File: src/rtl/core/crr_ram.sv
// Generic simple dual-port RAM: one write port, one registered read port.
// No dependencies.
`default_nettype none

module crr_ram #(
  parameter int WIDTH = 8,
  parameter int DEPTH = 16
) (
  input  wire logic                                   clk,
  input  wire logic                                   we,
  input  wire logic [(DEPTH > 1 ? $clog2(DEPTH) : 1)-1:0] waddr,
  input  wire logic [WIDTH-1:0]                       wdata,
  input  wire logic [(DEPTH > 1 ? $clog2(DEPTH) : 1)-1:0] raddr,
  output logic      [WIDTH-1:0]                       rdata
);

  logic [WIDTH-1:0] mem [DEPTH];

  // Write, then register the read word
  always_ff @(posedge clk) begin
    if (we) begin
      mem[waddr] <= wdata;
    end
    rdata <= mem[raddr];
  end

endmodule

`default_nettype wire

File: config.mk
export PLATFORM = sky130hd
export DESIGN_NAME = crr_ram
export DESIGN_NICKNAME = d
export VERILOG_FILES = /design/src/rtl/core/crr_ram.sv
export SDC_FILE = /design/constraint.sdc
export NUM_CORES = 1
export LEC_CHECK = 0
export BUFFER_PORTS_ARGS = -buffer_cell sky130_fd_sc_hd__clkbuf_2
export CAP_MARGIN = 20
export CORE_AREA = 2 2 128 80
export DETAILED_ROUTE_END_ITERATION = 16
export DIE_AREA = 0 0 130 82
export HOLD_SLACK_MARGIN = 0.02
export PLACE_DENSITY_LB_ADDON = 0.08
export SETUP_SLACK_MARGIN = 0.02
export SLEW_MARGIN = 20
export SYNTH_ARGS = -nofsm -noshare
export SYNTH_HDL_FRONTEND = slang
export SYNTH_SLANG_ARGS = --single-unit
File: constraint.sdc
create_clock -name clk -period 2.35 [get_ports clk]
set_input_delay 0.3525 -clock clk [delete_from_list [all_inputs] [get_ports clk]]
set_output_delay 0.3525 -clock clk [all_outputs]
set_load 0.1 [all_outputs]
# Word-level counts from Yosys, hierarchy flattened
# Memories as Yosys holds them, arrays and structs flattened. A register that Yosys moved wholly into a read port is not among the register bits.
# Cells that the tools add are included.
dict set report totals {
  rom_bits 0
  regBits 0
  latchBits 0
  mem_bits_rw 128
  in_bits 18
  n_memories 1
  elab_cells 3
}
dict set report op_classes {
  n_eq_ne 0
  n_addsub 0
  multipliers 0
  div_mod_pow 0
  magnitude_cmp 0
  n_shift 0
  bitwise_logic 0
  mux 2
  reduce_logical 0
}
# name words width read_ports rd_clocked_by_memory_dff wr line_no
set memory_table {}
lappend memory_table {mem 16 8 1 1 1 17} ;# logic [WIDTH-1:0] mem [DEPTH];
# operator count
set op_table {}
lappend op_table {{1-bit 2-to-1 mux} 2}

# Longest topological paths before layout
dict set report logic_depth {
  ltp_word 2
  depth_mapped 5
  ltp_nobuf 3
}

# Least setup slack after synthesis
# Ideal clock, no wire load.
dict set report synth_path {
  path_kind {in2reg}
  startpoint {in waddr[2] in the netlist's numbering}
  endpoint {mem mem[0][0], enable pin}
  path_buffers 0
  stages 2
  setup_ps 383
  path_slack_ps 505
  t_arrival_ps 1462
  cell_sequence {or3b_2 > nor3_1}
}
# item line_no
set synth_rtl {}
lappend synth_rtl {{start: declaration} 11} ;# input wire logic [(DEPTH > 1 ? $clog2(DEPTH) : 1)-1:0] waddr,
lappend synth_rtl {{end: declaration} 17}
# Straight into the memory's write port.

# Worst setup path after layout
dict set report layout_path {
  startpoint {reg rdata[4], read port of mem}
  endpoint {out rdata[4]}
}
# item line_no
set layout_rtl {}
lappend layout_rtl {{start: declaration} 14} ;# output logic [WIDTH-1:0] rdata
# No word-level cell between the ends.

==> summary.txt <==
Drt
  • Final ANT Viol Nets: 0
  • Starting DRC count in detailed routing: 239
  • Vias per inst: 5.68
  • Routed len/inst: 22.9 µm
  • Routed Wire Length: 9.87 mm
  • First-pass detailed-route iteration total: 4
  • Routed via count: 2,446
  • # DRC: 0

Timing
  • Max Fclk: 0.614 GHz
  • Slew HR: between 50% and 60%
  • Max Transition Viols Final: 0
  • Setup TNS: 0 ns
  • Final setup violating endpoints: 0
  • RSZ-0062 raised after global routing: no
  • Period utilization: 69.2%
  • Min Hold Slack: between 0.3 and 0.4 ns
  • Final WS setup: 0.723 ns
  • Final Hold Fails: 0
  • Worst slew pin tran: 0.639 ns
  • Final Critical Period: 1.63 ns
  • Clock Skew: 0.00967 ns

Pwr
  • Leakage power: 2.08 nW
  • PwrDens: 925 mW/mm²
  • Max IR drop VDD: 0.748 mV

Synth
  • Synth top area share: ~75%
  • Cell Area, Synth: roughly 0.0051 mm²
  • Syn_area_per_cell: 22.5 µm²
  • Cells after synthesis: 229
  • Sequential area share after synthesis: ~80%
  • Syn nets: approximately 250
  • Leading area contributor after synthesis: edfxtp_1
  • Cell variety after synth: 19
  • Seq cells post-synth: 136
  • Yosys Warn Count: 0
  • Top post-synthesis cells by area: edfxtp_1 (75%), mux4_2 (7.9%), mux4_1 (7.1%)

Final layout
  • Most common cell after layout, fill and taps aside: edfxtp_1
  • Share of layout cells above drive strength 1: 30.1%
  • Net count reported at finish: 302
  • Synth-to-Final Area Change: 18.4%
  • N_diodes: 0
  • Most frequent cells in the layout: edfxtp_1 (128), clkbuf_2 (25), buf_4 (20), mux4_2 (18), clkbuf_16 (17)
  • FF+latch area: 0.00400 mm²
  • Fillers: 650
  • Area of the multi-input gates: around 0.0011 mm²

Flow run
  • Maxcap violations: 0

Global route
  • First-pass GRT wire length: 14.6 mm
  • Vias in the first global route: 2,524
  • Initial antenna violation count: 0
  • Largest net degree at the start of global routing: 33
  • Overall routing resource usage: between 20% and 30%
  • Gr ovfl total: 0

Clock tree
  • Root Driver: clkbuf_16
  • Clk_lat worst skew: 0.41 ns
  • Post-CTS setup buffer count: 0
  • Num CTS Buffers: 17
  • # resized after CTS: 0
  • CTS max path bufs: 2
  • Htree depth: 4
  • Clk slew on worst S/H paths: 0.06 ns
  • CTS tree: done
  • CTS sink cnt: 136
  • Post-cts hold buffer count: 0

Critical path
  • Setup Crit Path Kind: flip-flop to primary output
  • Startpoint types: flip-flop
  • Slowest CP cell: clkbuf_2
  • Worst endpoint required time: roughly 2.0 ns
  • Critical Path AT: 1.27 ns
  • Worst-path maximum fanout: 1
  • Flop-to-flop setup slack: 1.01 ns
  • Buf/Inv on CP: 1
  • CP endpoint kind: primary output
  • Worst path cell trace: clkbuf_2
  • CP delay by family, top: buffers and inverters
  • Crit-path max cell delay: roughly 0.48 ns

Die
  • Die height: 82 µm
  • Die ar.: roughly 0.011 mm²
  • Die width: 130 µm
  • CORE AREA: 0.00956 mm²
  • Initial Utilization: 53.8%
  • Row Count: 28
  • Total I/O pin count: 26

Run status
  • Status: finished, final reports clean

Place
  • Final RePlAce weighted congestion: 0.718
  • DP Wirelength: 6.32 mm
  • IO Port Bufs: 25
  • Dpl ws: 0.565 ns

Worst hold path
  • Hold/Removal Path Class: input port to flip-flop
-- final timing paths --
kind / start / cells after the start / end
worst max-delay path: rdata[4] / 1 / rdata[4]
worst min-delay path: wdata[5] / 1 / mem[15][5]
worst max register to register: mem[9][4] / 3 / rdata[4]
worst min register to register: mem[12][7] / 3 / rdata[7]
-- area by class of cell --
cell class | instances | share of cell area, %
multi-input combinational | 83 | 17.4
sequential | 136 | 65.7
clock inverter | 12 | 2.20
tap | 135 | 2.77
clock buffer | 19 | 7.11
timing repair buffer | 46 | 4.85
-- synthesized netlist by cell type --
| cell type | number |
|---|---|
| nand2_1 | 9 |
| a22oi_1 | 16 |
| nand2b_1 | 2 |
| nor2_1 | 13 |
| dfxtp_1 | 8 |
| or3b_2 | 1 |
| nand3_1 | 1 |
| and2_1 | 1 |
| buf_2 | 3 |
| mux4_2 | 18 |
| buf_4 | 1 |
| clkdlybuf4s25_2 | 3 |
| nand3b_1 | 2 |
| nor2b_1 | 1 |
| and2b_1 | 1 |
| mux4_1 | 14 |
| nor3_1 | 4 |
| buf_6 | 3 |
| edfxtp_1 | 128 |
-- where the power goes --
group	switching [W]	internal [W]
Clock	0.000907	0.00164
Sequential	0.0000175	0.00271
Combinational	0.000255	0.000108
Total	0.00118	0.00446
-- cell families after synthesis --
logic type	Yosys count	synth area share [%]
muxes	32	15.0
DFF	136	77.8
AOI/OAI and AO/OA	16	2.33
buffers and inverters	10	1.68
and+or+nand+nor	35	3.18
-- state kept, by name, summed over array words and instances, names as in the netlist --
register,cells
mem,128
rdata,8
-- stage by stage --
step	std cells	utilization (%)	instance area, µm²	total power (W)
final	431	63.7	6090	0.00564
after CTS	431	63.7	6090	0.00568
after detailed placement	400	57.8	5530	0.00315
after global placement	400	57.8	5530	0.00314
after global routing	431	63.7	6090	0.00580
after floorplan	229	-	5150	0.00303
-- per-layer routing --
| metal | track usage, % | vias to the layer above | wire [µm] |
|---|---|---|---|
| met4 | 8.71 | 0 | 182 |
| li1 | - | 1087 | - |
| met1 | 28.7 | 1278 | 4460 |
| met5 | 0 | - | 0 |
| met2 | 31.2 | 67 | 4580 |
| met3 | 6.19 | 14 | 642 |
Note: power is estimated with default switching activity, not from simulation.
