===== src/rtl/core/crr_match_unit.sv =====
// Shared range compare and translate unit, used once per entry read.
// Entry word layout: valid, destination, start, span (MSB to LSB).
`default_nettype none

module crr_match_unit #(
  parameter int VALUE_BITS = 32
) (
  input  wire logic [VALUE_BITS-1:0]   value,
  input  wire logic [3*VALUE_BITS:0]   entry,
  output logic                         hit,
  output logic [VALUE_BITS-1:0]        result
);

  logic                  ent_vld;
  logic [VALUE_BITS-1:0] ent_dest;
  logic [VALUE_BITS-1:0] ent_start;
  logic [VALUE_BITS-1:0] ent_span;
  logic [VALUE_BITS-1:0] offset;

  // Unpack the entry word
  assign ent_vld   = entry[3*VALUE_BITS];
  assign ent_dest  = entry[3*VALUE_BITS-1:2*VALUE_BITS];
  assign ent_start = entry[2*VALUE_BITS-1:VALUE_BITS];
  assign ent_span  = entry[VALUE_BITS-1:0];

  // Offset into the range; a zero span can never satisfy offset < span
  assign offset = value - ent_start;
  assign hit    = ent_vld && (value >= ent_start) && (offset < ent_span);
  assign result = ent_dest + offset;

endmodule

`default_nettype wire


===== config.mk =====
export PLATFORM = sky130hd
export DESIGN_NAME = crr_match_unit
export DESIGN_NICKNAME = d
export VERILOG_FILES = /design/src/rtl/core/crr_match_unit.sv
export SDC_FILE = /design/constraint.sdc
export NUM_CORES = 1
export LEC_CHECK = 0
export BUFFER_PORTS_ARGS = -buffer_cell sky130_fd_sc_hd__buf_2
export CORE_AREA = 2 2 113 115
export DETAILED_ROUTE_END_ITERATION = 10
export DIE_AREA = 0 0 115 117
export PLACE_DENSITY_LB_ADDON = 0.25
export SYNTH_ARGS = -nofsm -noshare
export SYNTH_HDL_FRONTEND = slang
export SYNTH_SLANG_ARGS = --single-unit
export TNS_END_PERCENT = 10

===== constraint.sdc =====
create_clock -name vclk -period 9.54
set_input_delay 0.954 -clock vclk [all_inputs]
set_output_delay 0.954 -clock vclk [all_outputs]
set_load 0.005 [all_outputs]

### After elaboration in Yosys (flattened, before gate mapping)

Index checks and enable logic that the tools add are counted.

| word-level totals | value |
|---|---|
| bits in registers | 0 |
| word-level logic and storage cells | 6 |
| output and inout bits | 33 |
| input port bits | 129 |

| cells by class | value |
|---|---|
| $add $sub $neg | 2 |
| order comparisons | 2 |
| reductions and logical operators | 2 |

Operators by type and width:

| kind | number |
|---|---|
| 32-bit adder | 1 |
| 32-bit >= comparator | 1 |
| 32-bit < comparator | 1 |
| 32-bit subtractor | 1 |
| 1-bit logical AND | 2 |

### Longest topological paths before layout

| logic depth | value |
|---|---|
| depth in word-level cells | 3 |
| gate-level depth with buffers | 21 |
| depth with buffers taken out | 21 |

### Worst setup path after synthesis

Ideal clock, no wire load.

| timing path | value |
|---|---|
| path kind | input -> output |
| from | input port value[0] |
| to | output port result[29] |
| data required time | 8586 ps |
| buffers on the path | 0 |
| path slack | 3801 ps |
| stages on the path | 20 |
| arrival | 4785 ps |
| path through | inv_1 > ha_1 > inv_1 > fa_1 > a21o_1 > a21o_1 > a31oi_1 > a211oi_1 > a211o_1 > a21oi_2 > nor4b_1 > a311o_1 > ha_1 > and3_1 > a41o_1 > nor2_1 > o21ai_0 > a21oi_1 > mux2_2 > nor3_1 |

| between the ends | value |
|---|---|
| word-level cells in the longest chain between the ends | 2 |

Ends and longest elaborated chain:

| item | line | text |
|---|---|---|
| from (decl) | 8 | `input wire logic [VALUE_BITS-1:0] value,` |
| 32-bit subtractor | 27 | `assign offset = value - ent_start;` |
| 32-bit adder | 29 | `assign result = ent_dest + offset;` |
| to (decl) | 11 | `output logic [VALUE_BITS-1:0] result` |

Every way passes these cells.

### Worst setup path in the final report

Same ends and word-level chain as after synthesis.

==> results.tsv <==
metric	value	unit
WL/cell	14.0	um
synthesis warning total	0	
Placer Congestion	0.877	
clkbuf count	0	
maximum VDD drop	0.0000618	V
crit path DAT	5.40	ns
CP Class	input port to primary output	
Fin Setup TNS	0	ns
register share of total power	0	%
io pins	162	
Min-Delay Path Class	input port to primary output	
Antenna Violating Nets Remaining	0	
die width	115	um
Power Density	122	nW/um^2
post-CTS sizing	0	
row count	41	
RSZ-0062 raised after global routing	false	
hold_buf cts	0	
die footprint	13500	um^2
f_max	157	MHz
Hold Slack	2.20	ns
CP max stage cell	fa_1	
DRC	0	
Via Count	4717	
worst-path fanout max	6	
Sequential Area	0	um^2
switching share of power	54.2	%
status	complete, no violations	
Die Y	117	um
syn nets	823	
drt via density	5.23	
min cycle time layout	6.35	ns
Int Pwr	289	uW
Worst Path Required	8.59	ns
DRT iter0 DRCs	249	
Worst-Margin Slew	0.523	ns
final setup fails	0	
Post-Syn Instances	598	
first-pass GRT wire length	19700	um
final WL	12700	um
crit end category	primary output	
Final Cell Area	5190	um^2
synthesized area	4230	um^2
largest net degree at the start of global routing	11	
core area	12300	um^2
Fin. Hold Viols	0	
dpl hpwl	11400	um
flip-flop and latch count	0	
final core utilization	42.2	%
P_sw	342	uW
post-CTS setup repair buffer count	0	
synth-to-layout area growth	22.8	%
Port-buffer cells	162	
GRT Residual Overflow	0	
nets	979	
clock share of power	0	%
Synth cell types	62	
Slew HR	65.0	%
CP Cell Sequence	buf_2, inv_1, ha_1, inv_1, fa_1, a21o_1, a21o_1, a31oi_1, a211oi_1, a211o_1, a21oi_2, nor4b_1, a311o_1, ha_1, and3_1, a41o_1, nor2_1, o21ai_0, a21oi_1, mux2_2, nor3_1, buf_2	
Power Total	631	uW
sequential fraction of the synthesis area	0	%
final slew viol count	0	
Lkg Pwr	2.96	nW
Comb pwr share	100.0	%
vias in the first global route	4321	
CP peak stage delay	0.40	ns
startpoint types	input port	
Initial Utilization	34.3	%
placed cell area	5190	um^2
Final period util	66.6	%
max cap viols	0	
share of layout cells above drive strength 1	23.8	%
first-pass detailed-route iteration total	5	
GRT Overall Usage	17.7	%
antenna violations before repair	0	
synthesized area per cell	7.07	um^2
Ant. Diodes	0	
-- path summary, 6_finish.rpt --
check,start,endpoint,slack [ns],cells after the start
max,value[0],result[29],3.19,22
min,entry[64],result[0],2.20,3
-- power groups by stage --
stage	logic (mW)	clock network, mW	registers, mW
global placement	0.629	0	0
global route	0.707	0	0
finish	0.631	0	0
CTS	0.631	0	0
detailed placement	0.628	0	0
floorplan	0.436	0	0
-- cell usage in the layout (no fill, tap or decap), drive strengths merged, types with 4 or more instances in the layout --
cell type | Yosys | layout
a21oi | 56 | 56
nor2 | 39 | 39
a21boi | 4 | 4
xor2 | 18 | 18
and2 | 4 | 4
nor3 | 5 | 5
o31ai | 9 | 9
nand2 | 33 | 33
nor2b | 4 | 4
xnor2 | 33 | 33
o21bai | 11 | 11
o2111ai | 4 | 4
a31oi | 7 | 7
nand3 | 11 | 11
o21ai | 32 | 32
a211oi | 14 | 14
buf | 3 | 162
ha | 94 | 94
inv | 90 | 90
and3 | 10 | 10
a21o | 47 | 47
o21a | 6 | 6
nand4 | 11 | 11
-- per-layer routing --
layer  GRT usage [%]  vias up  share of wire [%]
met5               0        -                  0
met4            2.25        0                1.0
met3            1.65       10                5.2
met2            31.9      135                 47
met1            23.5     2083                 47
li1                -     2489                  -
-- kinds of logic after synthesis --
group	synth area share, %
fa+ha+maj	28.8
xor+xnor	10.7
buf+inv	8.79
mux	0.266
compound gates	34.8
simple gates	16.6
-- synthesized netlist by cell type, drive strengths merged (3+ instances only) --
| cell | instances | share of area [%] |
|---|---|---|
| a21oi | 56 | 7.0 |
| a21o | 47 | 8.4 |
| a21boi | 4 | 0.71 |
| o211a | 3 | 0.71 |
| o21ai | 32 | 4.0 |
| xnor2 | 33 | 7.0 |
| nand3 | 11 | 1.3 |
| inv | 90 | 8.0 |
| a211oi | 14 | 2.8 |
| nor2 | 39 | 3.5 |
| nand4 | 11 | 1.6 |
| xor2 | 18 | 3.7 |
| nor2b | 4 | 0.59 |
| and4 | 3 | 0.62 |
| nor3 | 5 | 0.59 |
| nand2 | 33 | 2.9 |
| o21bai | 11 | 2.0 |
| or3 | 3 | 0.44 |
| o31ai | 9 | 1.7 |
| a31oi | 7 | 1.0 |
| and2 | 4 | 0.59 |
| ha | 94 | 28 |
| clkbuf | 5 | 0.44 |
| or2 | 3 | 0.44 |
| nor4 | 3 | 0.59 |
| o2111ai | 4 | 0.83 |
| a311o | 3 | 0.71 |
| and3 | 10 | 1.5 |
| o21a | 6 | 1.1 |
| buf | 3 | 0.36 |
-- worst max-delay path, delay by kind of cell --
kind,cells,cell delay (ns)
adder cells (fa/ha/maj),3,0.94
buffers and inverters,4,0.34
multiplexers,1,0.36
AND/OR/NAND/NOR,4,0.57
AO/OA/AOI/OAI,10,2.22
-- area by class of cell --
| type | count | area (um^2) |
|---|---|---|
| Fill cell | 1382 | 7120 |
| Inverter | 90 | 338 |
| Multi-Input combinational cell | 500 | 3850 |
| Tap cell | 150 | 188 |
| Timing Repair Buffer | 162 | 811 |
-- per-stage QoR --
stage	instances	worst slack, ns
final	902	3.19
after global routing	902	2.84
after CTS	902	3.22
after detailed placement	902	3.25
after global placement	902	3.26
after floorplan	598	3.80
Note: power is estimated with default switching activity, not from simulation.
